## src/sha256bh_pkg.sv

```systemverilog
// ---------------------------------------------------------------------------
// SHA-256 block hasher package
// Word types, initial hash values, round constants and the SHA-256 mixing
// functions shared by the round unit and the top level.
// ---------------------------------------------------------------------------
`default_nettype none

package sha256bh_pkg;

  typedef logic [31:0] word_t;
  typedef logic [7:0][31:0] hvars_t;     // a..h or H0..H7, index 0 is a / H0
  typedef logic [15:0][31:0] window_t;   // schedule window, index 0 is oldest
  typedef logic [5:0] round_t;

  localparam int unsigned ROUNDS = 64;

  localparam hvars_t IV = {
    32'h5be0cd19, 32'h1f83d9ab, 32'h9b05688c, 32'h510e527f,
    32'ha54ff53a, 32'h3c6ef372, 32'hbb67ae85, 32'h6a09e667
  };

  function automatic word_t big_sigma0(input word_t x);
    return {x[1:0], x[31:2]} ^ {x[12:0], x[31:13]} ^ {x[21:0], x[31:22]};
  endfunction

  function automatic word_t big_sigma1(input word_t x);
    return {x[5:0], x[31:6]} ^ {x[10:0], x[31:11]} ^ {x[24:0], x[31:25]};
  endfunction

  function automatic word_t small_sigma0(input word_t x);
    return {x[6:0], x[31:7]} ^ {x[17:0], x[31:18]} ^ {3'b000, x[31:3]};
  endfunction

  function automatic word_t small_sigma1(input word_t x);
    return {x[16:0], x[31:17]} ^ {x[18:0], x[31:19]} ^ {10'b0, x[31:10]};
  endfunction

  function automatic word_t round_const(input round_t r);
    word_t k;
    case (r)
      6'd0:  k = 32'h428a2f98;  6'd1:  k = 32'h71374491;
      6'd2:  k = 32'hb5c0fbcf;  6'd3:  k = 32'he9b5dba5;
      6'd4:  k = 32'h3956c25b;  6'd5:  k = 32'h59f111f1;
      6'd6:  k = 32'h923f82a4;  6'd7:  k = 32'hab1c5ed5;
      6'd8:  k = 32'hd807aa98;  6'd9:  k = 32'h12835b01;
      6'd10: k = 32'h243185be;  6'd11: k = 32'h550c7dc3;
      6'd12: k = 32'h72be5d74;  6'd13: k = 32'h80deb1fe;
      6'd14: k = 32'h9bdc06a7;  6'd15: k = 32'hc19bf174;
      6'd16: k = 32'he49b69c1;  6'd17: k = 32'hefbe4786;
      6'd18: k = 32'h0fc19dc6;  6'd19: k = 32'h240ca1cc;
      6'd20: k = 32'h2de92c6f;  6'd21: k = 32'h4a7484aa;
      6'd22: k = 32'h5cb0a9dc;  6'd23: k = 32'h76f988da;
      6'd24: k = 32'h983e5152;  6'd25: k = 32'ha831c66d;
      6'd26: k = 32'hb00327c8;  6'd27: k = 32'hbf597fc7;
      6'd28: k = 32'hc6e00bf3;  6'd29: k = 32'hd5a79147;
      6'd30: k = 32'h06ca6351;  6'd31: k = 32'h14292967;
      6'd32: k = 32'h27b70a85;  6'd33: k = 32'h2e1b2138;
      6'd34: k = 32'h4d2c6dfc;  6'd35: k = 32'h53380d13;
      6'd36: k = 32'h650a7354;  6'd37: k = 32'h766a0abb;
      6'd38: k = 32'h81c2c92e;  6'd39: k = 32'h92722c85;
      6'd40: k = 32'ha2bfe8a1;  6'd41: k = 32'ha81a664b;
      6'd42: k = 32'hc24b8b70;  6'd43: k = 32'hc76c51a3;
      6'd44: k = 32'hd192e819;  6'd45: k = 32'hd6990624;
      6'd46: k = 32'hf40e3585;  6'd47: k = 32'h106aa070;
      6'd48: k = 32'h19a4c116;  6'd49: k = 32'h1e376c08;
      6'd50: k = 32'h2748774c;  6'd51: k = 32'h34b0bcb5;
      6'd52: k = 32'h391c0cb3;  6'd53: k = 32'h4ed8aa4a;
      6'd54: k = 32'h5b9cca4f;  6'd55: k = 32'h682e6ff3;
      6'd56: k = 32'h748f82ee;  6'd57: k = 32'h78a5636f;
      6'd58: k = 32'h84c87814;  6'd59: k = 32'h8cc70208;
      6'd60: k = 32'h90befffa;  6'd61: k = 32'ha4506ceb;
      6'd62: k = 32'hbef9a3f7;  6'd63: k = 32'hc67178f2;
      default: k = 32'h0;
    endcase
    return k;
  endfunction

endpackage

`default_nettype wire

```

## src/sha256bh_round.sv

```systemverilog
// ---------------------------------------------------------------------------
// SHA-256 round unit
// One compression round plus one step of the message schedule. The top level
// feeds it back on itself once per cycle for all 64 rounds of a block.
// ---------------------------------------------------------------------------
`default_nettype none

module sha256bh_round (
  input  wire sha256bh_pkg::hvars_t  vars,
  input  wire sha256bh_pkg::window_t window,
  input  wire sha256bh_pkg::round_t  round,
  output sha256bh_pkg::hvars_t       vars_next,
  output sha256bh_pkg::window_t      window_next
);

  sha256bh_pkg::word_t expanded;
  sha256bh_pkg::word_t wr;
  sha256bh_pkg::word_t ch;
  sha256bh_pkg::word_t maj;
  sha256bh_pkg::word_t t1;
  sha256bh_pkg::word_t t2;

  // The window holds W[r-16] .. W[r-1] with the oldest word at index 0, so the
  // schedule taps sit at fixed positions. In the first sixteen rounds the
  // window simply rotates, which leaves it in order for round sixteen.
  assign expanded = window[0] + sha256bh_pkg::small_sigma0(window[1]) + window[9]
                  + sha256bh_pkg::small_sigma1(window[14]);
  assign wr = (round[5:4] == 2'b00) ? window[0] : expanded;
  assign window_next = {wr, window[15:1]};

  assign ch  = (vars[4] & vars[5]) ^ (~vars[4] & vars[6]);
  assign maj = (vars[0] & vars[1]) ^ (vars[0] & vars[2]) ^ (vars[1] & vars[2]);
  assign t1  = vars[7] + sha256bh_pkg::big_sigma1(vars[4]) + ch
             + sha256bh_pkg::round_const(round) + wr;
  assign t2  = sha256bh_pkg::big_sigma0(vars[0]) + maj;

  assign vars_next = {vars[6], vars[5], vars[4], vars[3] + t1,
                      vars[2], vars[1], vars[0], t1 + t2};

endmodule

`default_nettype wire

```

## src/sha256_block_hasher.sv

```systemverilog
// ---------------------------------------------------------------------------
// SHA-256 block hasher
// Hashes pre-padded messages given as 32-bit words and returns the digest.
// ---------------------------------------------------------------------------
// Message words enter on the msg channel, sixteen per already padded 512-bit
// block, first byte in bits 31:24. start_message on a word reloads the initial
// hash values and makes that word the first of a new block; final_block is
// only looked at on the sixteenth word of a block. Words are taken one per
// cycle while a block fills. After the sixteenth word the block is busy and
// takes no words: 64 rounds run through a single shared round unit, one
// round per cycle, then the working variables are added into the chaining
// value. After a final block the digest is loaded into the output register;
// the block waits in that step while an earlier digest is still not taken.
// ---------------------------------------------------------------------------
`default_nettype none

module sha256_block_hasher (
  input  wire         clk,
  input  wire         rst,
  input  wire         msg_valid,
  output logic        msg_ready,
  input  wire  [31:0] msg_word,
  input  wire         start_message,
  input  wire         final_block,
  output logic        digest_valid,
  input  wire         digest_ready,
  output logic [63:0] digest_word_pair0,
  output logic [63:0] digest_word_pair1,
  output logic [63:0] digest_word_pair2,
  output logic [63:0] digest_word_pair3
);

  localparam logic [1:0] ST_COLLECT = 2'd0;
  localparam logic [1:0] ST_ROUND   = 2'd1;
  localparam logic [1:0] ST_FOLD    = 2'd2;
  localparam logic [1:0] ST_EMIT    = 2'd3;

  logic [1:0] state;
  logic [3:0] word_count;
  sha256bh_pkg::round_t round;
  logic last_block;

  sha256bh_pkg::hvars_t  chain;
  sha256bh_pkg::hvars_t  vars;
  sha256bh_pkg::window_t window;
  sha256bh_pkg::hvars_t  vars_step;
  sha256bh_pkg::window_t window_step;

  logic msg_beat;
  logic block_full;

  assign msg_ready  = (state == ST_COLLECT);
  assign msg_beat   = msg_valid && msg_ready;
  assign block_full = msg_beat && !start_message && (word_count == 4'd15);

  sha256bh_round u_round (
    .vars        (vars),
    .window      (window),
    .round       (round),
    .vars_next   (vars_step),
    .window_next (window_step)
  );

  always_ff @(posedge clk) begin
    if (rst) begin
      state        <= ST_COLLECT;
      word_count   <= 4'd0;
      round        <= '0;
      digest_valid <= 1'b0;
      chain        <= sha256bh_pkg::IV;
    end else begin
      // In ST_EMIT a taken digest is always replaced by the new one below.
      if (digest_valid && digest_ready && (state != ST_EMIT)) begin
        digest_valid <= 1'b0;
      end
      unique case (state)
        ST_COLLECT: begin
          if (msg_beat) begin
            window <= {msg_word, window[15:1]};
            if (start_message) begin
              chain      <= sha256bh_pkg::IV;
              word_count <= 4'd1;
            end else begin
              word_count <= word_count + 4'd1;
            end
            if (block_full) begin
              vars       <= chain;
              last_block <= final_block;
              round      <= '0;
              state      <= ST_ROUND;
            end
          end
        end
        ST_ROUND: begin
          vars   <= vars_step;
          window <= window_step;
          round  <= round + 6'd1;
          if (round == sha256bh_pkg::round_t'(sha256bh_pkg::ROUNDS - 1)) begin
            state <= ST_FOLD;
          end
        end
        ST_FOLD: begin
          for (int i = 0; i < 8; i++) begin
            chain[i] <= chain[i] + vars[i];
          end
          state <= last_block ? ST_EMIT : ST_COLLECT;
        end
        ST_EMIT: begin
          if (!digest_valid || digest_ready) begin
            digest_word_pair0 <= {chain[0], chain[1]};
            digest_word_pair1 <= {chain[2], chain[3]};
            digest_word_pair2 <= {chain[4], chain[5]};
            digest_word_pair3 <= {chain[6], chain[7]};
            digest_valid      <= 1'b1;
            state             <= ST_COLLECT;
          end
        end
        default: state <= ST_COLLECT;
      endcase
    end
  end

endmodule

`default_nettype wire

```

## config.mk

```make
export PLATFORM = sky130hd
export DESIGN_NAME = sha256_block_hasher
export DESIGN_NICKNAME = d
export VERILOG_FILES = /design/src/sha256bh_pkg.sv /design/src/sha256bh_round.sv /design/src/sha256_block_hasher.sv
export SDC_FILE = /design/constraint.sdc
export NUM_CORES = 2
export LEC_CHECK = 0
export ABC_CLOCK_PERIOD_IN_PS = 39300
export BUFFER_PORTS_ARGS = -buffer_cell sky130_fd_sc_hd__buf_4
export CAP_MARGIN = 40
export CORE_MARGIN = 3
export CORE_UTILIZATION = 55
export DETAILED_ROUTE_END_ITERATION = 6
export PLACE_DENSITY_LB_ADDON = 0.15
export SLEW_MARGIN = 5
export SYNTH_ARGS = -nofsm -noshare
export SYNTH_HDL_FRONTEND = slang
export SYNTH_SLANG_ARGS = --single-unit
export TNS_END_PERCENT = 5
```

## constraint.sdc

```tcl
create_clock -name clk -period 39.3 [get_ports clk]
set_input_delay 7.86 -clock clk [delete_from_list [all_inputs] [get_ports clk]]
set_output_delay 7.86 -clock clk [all_outputs]
set_load 0.01 [all_outputs]
```

======== Word level (Yosys, flattened, before mapping) ========
Memories as Yosys holds them, arrays and structs flattened. A register that Yosys moved wholly into a read port is not among the register bits.
Cells that the tools add are included.
storage, ports and cells
  input bits .............................. 38
  register bits ........................... 1,294
  logic and storage cells ................. 135
  bits in read-only memories .............. 2,048
  output and inout port bits .............. 258
  memories kept ........................... 1
cells by class
  equal/unequal tests ..................... 11
  $add $sub $neg .......................... 20
  multiplexer cells ....................... 24
  reductions and logical operators ........ 20
  bitwise operators ....................... 18
memory list
  name              depth  width  rd ports  clocked after Yosys merged registers in  write ports  line                source
  (name not given)  64     32     1         1                                        0            sha256bh_pkg.sv:40  case (r)
operators by type and width
  cell                                           number
  two-way mux 256 bit                            4
  case mux 256 bit (2 select lines)              2
  case mux 512 bit (2 select lines)              1
  adder 32 bit                                   18
  two-way mux 512 bit                            1
  bitwise XOR 32 bit                             9
  bitwise AND 32 bit                             5
  two-way mux 32 bit                             1
  inverter 32 bit                                1
  bitwise XOR 32 x 22 -> 32 bit                  1
  bitwise XOR 32 x 29 -> 32 bit                  1
  two-way mux 6 bit                              4
  case mux 6 bit (2 select lines)                1
  AND reduction 3 bit                            4
  AND reduction 4 bit                            3
  two-way mux 2 bit                              5
  case mux 2 bit (4 select lines)                1
  adder 6 x 1 -> 6 bit, second input constant    1
  equality test 6 bit, second input constant     1
  != test 2 x 1 -> 1 bit, second input constant  3
  != test 2 bit, second input constant           3
  logical AND 1 bit                              5
  adder 4 x 1 -> 4 bit, second input constant    1
  equality test 2 bit, second input constant     2
  10 further kinds                               15

======== Longest topological paths before layout ========
  word-level depth ........................ 9
  mapped depth ............................ 43
  gate-level depth less buffers ........... 43

======== Hierarchy ========
From an unflattened synthesis, not the netlist that was laid out.
second synthesis, totals
  cells, all modules ...................... 8,927
  area, all modules ....................... 82,753.1 µm²
modules (own cells, without submodules)
  module               instances  sequential area each (µm²)  area each (µm²)  cells each
  sha256_block_hasher  1          36,164.7                    61,350.1         6,171
  sha256bh_round       1          0.0                         21,403.0         2,756

======== Worst setup path after synthesis ========
No wires, ideal clock.
  kind .................................... input -> register
  from .................................... input rst
  to ...................................... register window[0] in the netlist's numbering (enable)
  stages on the path ...................... 4
  data required time ...................... 37.739 ns
  setup time .............................. 1.561 ns
  arrival time ............................ 32.988 ns
  slack ................................... 4.751 ns
  path buffers ............................ 3
  cell sequence ........................... clkbuf_1 > clkbuf_1 > clkbuf_1 > a21oi_1
on the way
  word-level cells in the longest chain between the ends .. 2
ends and longest elaborated chain
  element                        line                       source
  from (decl)                    sha256_block_hasher.sv:19  input wire rst,
  inverter 1 bit (no line)       n/a
  AND reduction 3 bit (no line)  n/a
  to (signal assigned)           sha256_block_hasher.sv:79  window <= {msg_word, window[15:1]};
  to (signal assigned)           sha256_block_hasher.sv:96  window <= window_step;
  to (decl)                      sha256_block_hasher.sv:45  sha256bh_pkg::window_t window;
No other way between the ends.
A chain may end at the register's enable or synchronous reset.

==> impl_summary.txt <==
----------------------------------------------------
[Route]
  Routed wire length ... about 230000 um
  DRC Markers ... 0
  Via count ... between 50000 and 60000
  Routed vias/inst ... just over 6
  Drt pass-1 iters ... 5
  1st-iter DRT viols ... between 5000 and 6000
  Wire length per cell ... approximately 26 um
  ANT nets after route ... 0

[Setup path]
  Critical path's slowest cell ... nand2_2
  Category of the critical setup timing path ... input port to flip-flop
  CP endpoint kind ... flip-flop
  Arrival @ worst endpoint ... 12600 ps
  CP max FO ... 45
  Largest stage delay, worst path ... about 550 ps
  Required time of the worst setup path ... ~40000 ps
  Cell repeated most along the worst path ... buf_4
  Crit path launch type ... input port
  Cell Chain, Critical Path ... buf_4 -> nor4b_2 -> nand4_1 -> nand2_1 -> nand4_2 -> xnor2_2 -> buf_4 -> nand2_2 -> buf_4 -> inv_2 -> buf_4 -> o21ai_1 -> a21oi_1 -> a21oi_1 -> nor2_1 -> nor3_1 -> a211oi_1

[Timing]
  Final number of setup-violating endpoints ... 0
  Final Cycle Share ... between 30% and 40%
  Clock period minus worst slack ... 11960 ps
  Endpoints failing hold ... 0
  Transition time at the pin with the least slew margin ... approximately 1000 ps
  Final-layout setup total negative slack ... 0 ps
  Highest Clock Rate ... 83.6 MHz
  Setup repair after global routing missed its margin ... false
  Worst clock skew on the final layout ... between 50 and 60 ps
  Final Max Tran Viols ... 0
  Slew margin rel. ... 31.4%

[Global routing]
  Number of global-route vias before repair ... between 50000 and 60000
  Largest net degree at the start of global routing ... around 190
  Sum of overflow across all layers after global routing ... 0
  Global-route wire length before repair ... 335000 um
  Global Route Usage Sum ... roughly a third
  Antenna violations before repair ... 7

[Floorplanning]
  Boundary pin count ... 296
  Effective utilization at floorplan ... 55.5%
  Chip Height ... around 370 um
  Chip width ... between 300 and 400 um
  Die area ... ~140000 um^2
  Core Footprint ... around 130000 um^2
  FP Rows ... around 130

[Logic synthesis]
  Post-Synthesis Cells ... about 6600
  Cell type with the largest total area after synthesis ... edfxtp_1
  Yosys synthesis warning count ... 0
  Top post-synthesis cells by area ... edfxtp_1 43%, dfxtp_1 8.4%, ha_1 6.8%, fa_1 5.4%, nand2_1 5.1%
  Number of nets produced by synthesis ... between 7000 and 8000
  Top FF cell, synth ... edfxtp_1
  Average cell area after synthesis ... 10.9 um^2
  Portion of the post-synthesis area used by sequential elements ... between 50% and 60%
  Cell Area, Synth ... 72000 um^2
  Number of storage elements in the synthesis netlist ... 1326
  Number of synthesized flops with an enable pin ... between 1000 and 1500
  Async set-reset flop share out of synthesis ... 0%
  Netlist cell types ... 101
  Share of the synthesized area in the top cell type ... between 40 and 50%

[Hold path]
  Class of the most critical hold timing path ... flip-flop to flip-flop

[Placement]
  RePlAce Congestion ... 0.940
  HPWL Detailed ... around 160000 um
  Number of port buffers ... between 200 and 300

[Clock tree]
  H-tree levels ... 4
  Number of cells upsized or downsized after cts ... 0
  Clock latency reported for the late side of the worst-skew pair ... 790 ps
  Num CTS Buffers ... ~140
  CTS Root Buffer Type ... clkbuf_16
  Sinks on the clock net ... between 1000 and 1500
  Clock slew seen by the registers of the worst setup and hold paths ... ~60 ps
  Deepest clock path buffer count ... 3
  TritonCTS clock tree ... done
  # hold bufs at CTS ... 0
  Number of setup buffers added after CTS ... 0

[Job]
  Maximum capacitance violations ... 0

[Pwr]
  Clock network power share ... between 40% and 50%
  Cell leakage power ... 0.0323 uW
  Total power divided by cell area ... roughly 40 nW/um^2
  Cell-internal power ... around 2400 uW
  Highest ir drop seen on vdd ... between 0.00003 and 0.00004 V
  Sw frac ... around 25%
  Switching pwr ... 815 uW
  Combinational share of power ... between 10% and 20%
  Final Total Pwr ... between 3000 and 4000 uW
  Sequential fraction of design power ... 47.3%

[Layout]
  Share of final-layout standard cells stronger than drive strength 1 ... 10.7%
  Area growth syn-to-layout ... 12.8%
  Number of nets in the finished design ... between 7000 and 8000
  Final core area utilization ... a little over three fifths

[Run status]
  Run status ... finished clean

----------------------------------------------------
[area by class of cell]
cell class	count	area (um^2)
antenna	2	5.00
clock buffer	189	3880
clock inverter	80	951
fill	10500	48600
inverter	430	1620
multi-input combinational	4570	32600
sequential	1326	36800
tap	1742	2180
timing repair buffer	393	3170
[layer usage]
metal	up-vias	global-route usage [%]	share of wire [%]	wire length, um
met2	2327	51.4	45	102000
met5	-	0	0.0048	11
met4	2	14.9	5.2	11700
met1	25900	46.2	42	94700
li1	24000	-	-	-
met3	521	5.74	8.1	18500
[cell usage after synthesis, types with 195 or more instances]
cell type and n:
a21o_1 219, a21oi_1 425, clkbuf_1 251, dfxtp_1 301, edfxtp_1 1025, fa_1 195, ha_1 390, inv_1 425
nand2_1 976, nor2_1 330, o21ai_0 299, xnor2_1 378, xor2_1 199
[state kept, by name, indices dropped and copies added (netlist names), named ones only]
register           flops
state                  2
round                  6
digest_word_pair3     64
digest_word_pair2     64
chain                256
digest_word_pair0     64
vars                 256
window               512
word_count             4
digest_valid           1
digest_word_pair1     64
last_block             1
[metrics by stage]
step	instances	cell area [um^2]	setup slack [ps]	hold WS, ps
global placement	8434	76000	26830	400
finish	8732	81200	27340	414
global route	8730	81200	27140	416
floorplan	6611	72000	4750	400
CTS	8728	81200	27540	406
detailed placement	8459	76400	26750	405
[power by group through the flow]
| stage | sequential (uW) | clock [uW] | combinational [uW] |
|---|---|---|---|
| 3_5_place_dp | 1570 | 0 | 324 |
| 3_3_place_gp | 1570 | 0 | 317 |
| 5_1_grt | 1540 | 1460 | 365 |
| 4_1_cts | 1540 | 1400 | 327 |
| 6_report | 1540 | 1380 | 332 |
| 2_1_floorplan | 1580 | 0 | 242 |
[final timing paths]
check | to | slack, ps | start | cells past startpoint
worst max-delay path | flip-flop | 27340 | start_message | 17
worst min-delay path | window[212]$_DFFE_PP_ | 410 | window[244]$_DFFE_PP_ | 0
worst max register to register | vars[31]$_DFFE_PP_ | 28510 | window[459]$_DFFE_PP_ | 39
worst min register to register | window[212]$_DFFE_PP_ | 410 | window[244]$_DFFE_PP_ | 0
[placed cells by master, fill, tap and decap left out, types with 13 or more instances in the layout]
cell and instances:
edfxtp_1 1025, nand2_1 974, inv_1 424, a21oi_1 424, ha_1 390, xnor2_1 378, buf_4 373, nor2_1 324
dfxtp_1 301, o21ai_0 294, a21o_1 219, xor2_1 198, fa_1 195, clkbuf_16 144, nand2b_1 126, o22ai_1 101
o21bai_1 72, o21ai_1 66, a22oi_1 63, mux2_2 57, nor3_1 56, nand3_1 55, o21a_1 44, a31oi_1 44
a211oi_1 40, o211ai_1 36, clkbuf_1 34, nor2b_1 30, nand4_1 28, clkinv_2 23, o31ai_1 23, and3_1 22
or3_1 19, clkinv_1 15, a221oi_1 15, or2_2 13
[critical path, delay by kind of cell]
| family | cells | cell delay, ps |
|---|---|---|
| buffers and inverters | 5 | 1780 |
| AND/OR/NAND/NOR | 7 | 1740 |
| AO/OA/AOI/OAI | 4 | 990 |
| XOR/XNOR | 1 | 160 |
[logic make-up (layout without fill, tap and decap cells)]
group	Yosys count	count (layout)	synth area share, %
multiplexers	70	70	1.09
XOR/XNOR	580	580	7.09
adder cells (fa/ha/maj)	589	589	12.3
buffers and inverters	715	1092	3.77
AND/OR/NAND/NOR	1711	1711	10.2
other	0	2	0
flip-flops	1326	1326	51.1
AO/OA/AOI/OAI	1620	1620	14.5
Note: power is estimated with default switching activity, not from simulation.
